File: config.mk
export PLATFORM = sky130hd
export DESIGN_NAME = bf2b_round
export DESIGN_NICKNAME = d
export VERILOG_FILES = /design/src/sv/bf2b_pkg.sv /design/src/sv/bf2b_round.sv
export SDC_FILE = /design/constraint.sdc
export NUM_CORES = 1
export LEC_CHECK = 0
export ABC_AREA = 1
export BUFFER_PORTS_ARGS = -buffer_cell sky130_fd_sc_hd__buf_2
export CAP_MARGIN = 20
export CELL_PAD_IN_SITES_DETAIL_PLACEMENT = 2
export CELL_PAD_IN_SITES_GLOBAL_PLACEMENT = 2
export CORE_UTILIZATION = 14
export CTS_CLUSTER_SIZE = 24
export DETAILED_ROUTE_END_ITERATION = 6
export PLACE_DENSITY = 0.81
export SKIP_LAST_GASP = 1
export SLEW_MARGIN = 20
export SYNTH_ARGS = -nofsm -noshare
export SYNTH_HDL_FRONTEND = slang
export SYNTH_SLANG_ARGS = --single-unit
File: constraint.sdc
create_clock -name clk -period 0.8 [get_ports clk]
set_input_delay 0.12 -clock clk [delete_from_list [all_inputs] [get_ports clk]]
set_output_delay 0.12 -clock clk [all_outputs]
set_load 0.03 [all_outputs]
File: src/sv/bf2b_pkg.sv
`timescale 1ns / 1ps
// Shared types, widths and the normalized power-of-five table for the
// decimal float to binary64 converter. Depends on nothing.
package bf2b_pkg;

    localparam int S_W       = 21;   // binary significand, 15 * 111111 < 2^21
    localparam int F_W       = 162;  // normalized power of five, MSB at bit 161
    localparam int P_W       = 183;  // exact product and divisor width
    localparam int R_W       = 184;  // partial remainder width
    localparam int Q_W       = 56;   // quotient bits, quotient in [2^54, 2^56)
    localparam int E_W       = 11;   // signed binary exponent of the quotient
    localparam int POW_N     = 70;   // powers 5^0 .. 5^69
    localparam int MUL_STEPS = S_W;
    localparam int DIV_STEPS = Q_W;
    localparam int N_DIGITS  = 6;
    localparam int EXP_BIAS  = 1023;

    typedef logic [F_W-1:0] p5_t;
    typedef p5_t            p5_tab_t [0:POW_N-1];
    typedef logic [7:0]     len_tab_t [0:POW_N-1];

    // Builds 5^j shifted up until its leading one sits at the top bit.
    function automatic p5_tab_t gen_pow5();
        p5_tab_t    tab;
        logic [F_W-1:0] x;
        logic [F_W-1:0] v;
        x = {{(F_W-1){1'b0}}, 1'b1};
        for (int j = 0; j < POW_N; j++)
        begin
            v = x;
            for (int b = 0; b < F_W; b++)
            begin
                if (!v[F_W-1])
                begin
                    v = v << 1;
                end
            end
            tab[j] = v;
            x = (x << 2) + x;
        end
        return tab;
    endfunction

    // Bit length of 5^j.
    function automatic len_tab_t gen_len();
        len_tab_t   tab;
        logic [F_W-1:0] x;
        x = {{(F_W-1){1'b0}}, 1'b1};
        for (int j = 0; j < POW_N; j++)
        begin
            tab[j] = 8'd0;
            for (int b = 0; b < F_W; b++)
            begin
                if (x[b])
                begin
                    tab[j] = 8'(b + 1);
                end
            end
            x = (x << 2) + x;
        end
        return tab;
    endfunction

    localparam p5_tab_t  POW5_NORM = gen_pow5();
    localparam len_tab_t POW5_LEN  = gen_len();

    typedef struct packed {
        logic                  valid;
        logic                  neg;
        logic [S_W-1:0]        s;
        logic signed [7:0]     k;
    } dec_stage_t;

    typedef struct packed {
        logic                  valid;
        logic                  neg;
        logic                  zero;
        logic                  is_div;
        logic [S_W-1:0]        s_t;
        logic [F_W-1:0]        f;
        logic signed [E_W-1:0] e;
        logic [P_W-1:0]        acc;
    } mul_stage_t;

    typedef struct packed {
        logic                  valid;
        logic                  neg;
        logic                  zero;
        logic signed [E_W-1:0] e;
        logic [R_W-1:0]        rem;
        logic [P_W-1:0]        den;
        logic [Q_W-1:0]        q;
    } div_stage_t;

endpackage

File: src/sv/bf2b_round.sv
`timescale 1ns / 1ps
// Final normalization by one bit, round to nearest even and binary64
// packing into the output register. Uses bf2b_pkg.
module bf2b_round
(
    input  logic                  clk,
    input  logic                  rst_n,
    input  bf2b_pkg::div_stage_t  div_in,
    output logic                  done,
    output logic [63:0]           binary64_bits
);

    logic        done_reg;
    logic [63:0] bits_reg, bits_next;

    // The quotient lies in [2^54, 2^56). After the optional one-bit shift, qq
    // holds 53 mantissa bits at [54:2]. Bit 1 is the round bit, and bit 0 joins
    // the sticky bit.
    always_comb
    begin
        logic [54:0]        qq;
        logic               sticky;
        logic [53:0]        mant;
        logic               inc;
        logic signed [11:0] be;
        sticky = (div_in.rem != '0);
        be     = $signed({div_in.e[10], div_in.e}) + 12'sd54 + 12'(bf2b_pkg::EXP_BIAS);
        if (div_in.q[55])
        begin
            qq     = div_in.q[55:1];
            sticky = sticky | div_in.q[0];
            be     = be + 12'sd1;
        end
        else
        begin
            qq = div_in.q[54:0];
        end
        inc  = qq[1] & (sticky | qq[0] | qq[2]);
        mant = {1'b0, qq[54:2]} + {53'b0, inc};
        if (mant[53])
        begin
            mant = mant >> 1;
            be   = be + 12'sd1;
        end
        if (div_in.zero)
        begin
            bits_next = {div_in.neg, 63'b0};
        end
        else
        begin
            bits_next = {div_in.neg, be[10:0], mant[51:0]};
        end
    end

    always_ff @(posedge clk or negedge rst_n)
    begin
        if (!rst_n)
        begin
            done_reg <= 1'b0;
        end
        else
        begin
            done_reg <= div_in.valid;
        end
    end

    always_ff @(posedge clk)
    begin
        bits_reg <= bits_next;
    end

    assign done          = done_reg;
    assign binary64_bits = bits_reg;

endmodule

# --- Word-level counts from Yosys, hierarchy flattened ---
# Cells that the tools add are included.
totals:
  reg_bits: 65
  wordCells: 18
  in_bits: 439
op_classes:
  n_addsub: 5
  reduce_logical: 1
  bitwise_logic: 4
  n_mux: 5
op_table:
  columns: ["op", "count"]
  rows:
  - ["nonzero test 184 bit", 1]
  - ["two-way mux 55 bit", 1]
  - ["adder 53 x 1 -> 54 bit", 1]
  - ["two-way mux 52 bit", 1]
  - ["adder 11 x 2 -> 11 bit, second input constant", 2]
  - ["two-way mux 11 bit", 2]
  - ["adder 11 bit, second input constant", 1]
  - ["adder 11 x 7 -> 11 bit, second input constant", 1]
  - ["OR 1 bit", 3]
  - ["AND 1 bit", 1]
  - ["two-way mux 1 bit", 1]

# --- Logic depth before layout (Yosys ltp) ---
depth:
  word_depth: 8
  depth_mapped: 19
  depth_no_buf: 18

# --- Least setup slack after synthesis ---
# OpenSTA, ideal clock, no wires.
synth_timing:
  kind: "input-to-reg"
  from: "input div_in[55] in the netlist's numbering"
  to: "register bits_reg[34] (netlist: binary64_bits[34])"
  setup_ns: 0.065
  arrival_ns: 1.888
  t_required_ns: 0.735
  slack_ns: -1.153
  cell_stages: 16
  path_cell_list: "buf_4 -> nand2_1 -> nand2_1 -> nor2_1 -> ha_1 -> nand2_1 -> nor2_2 -> nand2_2 -> nor2_2 -> nand2_1 -> nor2_1 -> nand2_1 -> nor2_1 -> xnor2_1 -> nand2_1 -> nor2_1"
synth_via:
  elab_chain_len: 6
  word_cells_on_any_way: 7
  cone_classes: "1 x add/sub; 3 x mux; 3 x bitwise"
synth_lines:
  columns: ["element", "line_no", "rtl"]
  rows:
  - ["from (decl)", "bf2b_round.sv:8", "input bf2b_pkg::div_stage_t div_in,"]
  - ["two-way mux 1 bit / two-way mux 55 bit (equally long branches)", "bf2b_round.sv:28", "if (div_in.q[55])"]
  - ["OR 1 bit (2 in a row)", "bf2b_round.sv:38", "inc = qq[1] & (sticky | qq[0] | qq[2]);"]
  - ["AND 1 bit", "bf2b_round.sv:38", null]
  - ["adder 53 x 1 -> 54 bit (*)", "bf2b_round.sv:39", "mant = {1'b0, qq[54:2]} + {53'b0, inc};"]
  - ["two-way mux 52 bit (*)", "bf2b_round.sv:40", "if (mant[53])"]
  - ["to (signal assigned)", "bf2b_round.sv:69", "bits_reg <= bits_next;"]
  - ["to (decl)", "bf2b_round.sv:14", "logic [63:0] bits_reg, bits_next;"]
# Mark *: on every way between the ends. The rest lies on a longest branch, timed or not.
# A chain may end at the register's enable or synchronous reset.

# --- Worst setup path in the final report ---
layout_timing:
  from: "input div_in[55] in the netlist's numbering"
  to: "register bits_reg[36] (netlist: binary64_bits[36])"
# Same word-level chain as after synthesis.

==> summary.md <==
| Metric | Value |
|---|---|
| Outcome | finished, violations left |
| Failing checks | negative setup slack |
| Synthesis warning total | 0 |
| Fmax | 477 MHz |
| Most used cell, CP | nor2_4 |
| Leak Pwr | 6.15 nW |
| Final Util | 0.320 |
| CTS H-tree depth | 3 |
| Number of remaining DRC errors | 0 |
| Top cells by area, synth | dfxtp_1 (23%), nand2_1 (19%), nor2_1 (15%) |
| Final instance area | 12400 um2 |
| Initial antenna violation count | 2 |
| Drt pass-1 iters | 5 |
| Die Ht | 200 um |
| Setup_tns | -79.71 ns |
| Crit Path Class | input pin to register |
| Core Region | 38600 um2 |
| VDD IR max | 0.848 mV |
| I/O Buffers | 320 |
| Final setup fails | 128 |
| Setup crit end kind | register |
| Worst hold slack | 0.0601 ns |
| CTS tree | yes |
| Crit-path max FO | 6 |
| FP Rows | 72 |
| Post-synthesis async set-or-reset flop share | 0.0154 |
| Share of cells above drive strength 1 | 0.615 |
| Fill count | 4514 |
| CTS root buffer | clkbuf_16 |
| Number of max-cap violations | 0 |
| Post-DP Area | 9360 um2 |
| Area Overhead vs Synth | 126% |
| Commonest non-fill, non-tap cells in the layout | buf_2 (254), buf_4 (252), nand2_1 (210), nor2_1 (150), inv_1 (96) |
| Slew at the pin closest to its max-slew limit | 0.550 ns |
| Post-route ant nets | 0 |
| Buf/Inv on CP | 3 |
| GRT Total Usage | 0.216 |
| CTS Buf Count | 9 |
| Largest net degree at the start of global routing | 17 |
| Initial core utilization | 0.142 |
| Hold Violations, Final | 0 |
| First-pass GRT wire length | 62500 um |
| EDFF count, synth | 0 |
| Arrival @ worst endpoint | 2.39 ns |
| Critical path's slowest cell | nand4_1 |
| Crit path max-delay family | simple AND/OR/NAND/NOR gates |
| RSZ-0062 raised after global routing | true |
| Netlist area before placement | 5480 um2 |
| Most common cell after layout, fill and taps aside | buf_2 |
| Synth Flop Type | dfxtp_1 |
| Tcrit/Tclk final | 2.62 |
| Max reg flops | 64 |
| DIE WIDTH | 200 um |
| Via count | 9532 |
| Synth unique cells | 40 |
| Worst Hold Class | input pin to async pin |
| Synthesized instance count | 965 |
| NumNets Final | 2011 |
| Cell Chain, Critical Path | buf_16 > buf_16 > nand2_8 > o21ai_4 > nor2_4 > ha_4 > nand2_4 > nor2_4 > nand2_4 > inv_4 > nand3_4 > nor2_4 > nand4_1 > xor2_1 > nand2_1 > nor2_1 |
| Pins Over Slew Limit | 0 |
| CP Launch Type | input pin |
| Dpl hpwl | 30400 um |
| Post-layout min period | 2.10 ns |
| Slew margin rel. | 0.630 |
| Clock buffer depth | 2 |
| Crit-path max cell delay | 0.25 ns |
| Overflow after GRT | 0 |
| #FFs+latches synth | 65 |
| Drt total wl | 51100 um |
| Post-synthesis average cell area | 5.68 um2 |
| Clock-pin slew on the worst setup and hold paths | 0.07 ns |
| Routed WL per cell | 24.4 um |
| Die area | 39900 um2 |
| Iter 0 DRT Violations | 412 |
| Synthesized net count | 1408 |
| Pwr Density | 1180 nW/um2 |
| CTS sink count | 65 |
| Vias in the first global route | 10500 |
| Final setup margin | -1.30 ns |
| Vias per cell | 4.56 |
| Num ports | 504 |
| Required time of the worst setup path | 1.09 ns |
| Synth top area share | 0.234 |
| Placer congestion estimate | 0.907 |
| Largest area contributor in the netlist | dfxtp_1 |
| Sequential share of the synthesized area | 0.238 |
-- per-stage QoR --
stage          setup WS, ns  cells  power [mW]
2_1_floorplan        -0.997    965        5.63
3_3_place_gp          -1.51   1989        7.96
3_5_place_dp          -1.62   1989        8.13
4_1_cts              -0.930   2070        13.4
5_1_grt               -1.34   2091        15.0
6_report              -1.30   2092        14.6
-- what timing repair did --
item	in CTS	in global routing
cloned	11	0
setup buffers	51	22
gates resized for setup	219	381
pin swaps	93	55
hold buffers	3	0
endpoints found under the setup margin	128	128
hold endpoints to repair	3	0
-- cells by family after synthesis --
logic type,after synthesis,synth area share
flip-flops,65,0.238
AO/OA/AOI/OAI,87,0.0877
AND/OR/NAND/NOR,628,0.482
adder cells (fa/ha/maj),4,0.00913
XOR/XNOR,48,0.0781
buffers and inverters,133,0.104
-- synthesized netlist by cell type (8+ instances only) --
cell type	count
a21oi_1	30
nor3_1	15
o21ai_1	33
nand2_1	280
dfxtp_1	64
nand4_1	25
inv_2	8
o21ai_0	10
nor2_2	14
nor4_1	8
nand3_1	43
xnor2_1	12
inv_1	105
nor2_1	220
xor2_1	35
-- power breakdown --
part	internal [mW]	total [mW]	switching, mW
clock network	2.60	4.51	1.90
logic	2.79	6.41	3.62
registers	3.52	3.70	0.175
total	8.92	14.6	5.70
-- metal layers --
layer  track usage  part of all wire
met3        0.0341             0.052
met5             0                 0
met4         0.130             0.080
met2         0.434              0.54
met1         0.202              0.33
-- worst paths after layout --
path	start	end	slack (ns)	depth (start not counted)
worst max-delay path	div_in[55]	binary64_bits[36]	-1.30	16
worst min-delay path	rst_n	done	0.06	2
max in group asynchronous	rst_n	done	0.66	2
min in group clk	div_in[2]	binary64_bits[0]	0.25	5
-- final cells by class --
type                       count  area [um2]  area share
multi-input combinational    767        4940       0.399
antenna                        1        2.50    0.000202
sequential                    65        1390       0.112
clock buffer                  11         253      0.0204
clock inverter                 5        62.6     0.00505
tap                          518         648      0.0523
inverter                     113         454      0.0367
timing repair buffer         611        4620       0.373
timing repair inverter         1        11.3    0.000909
No activity file was read; power rests on OpenSTA's default activity.
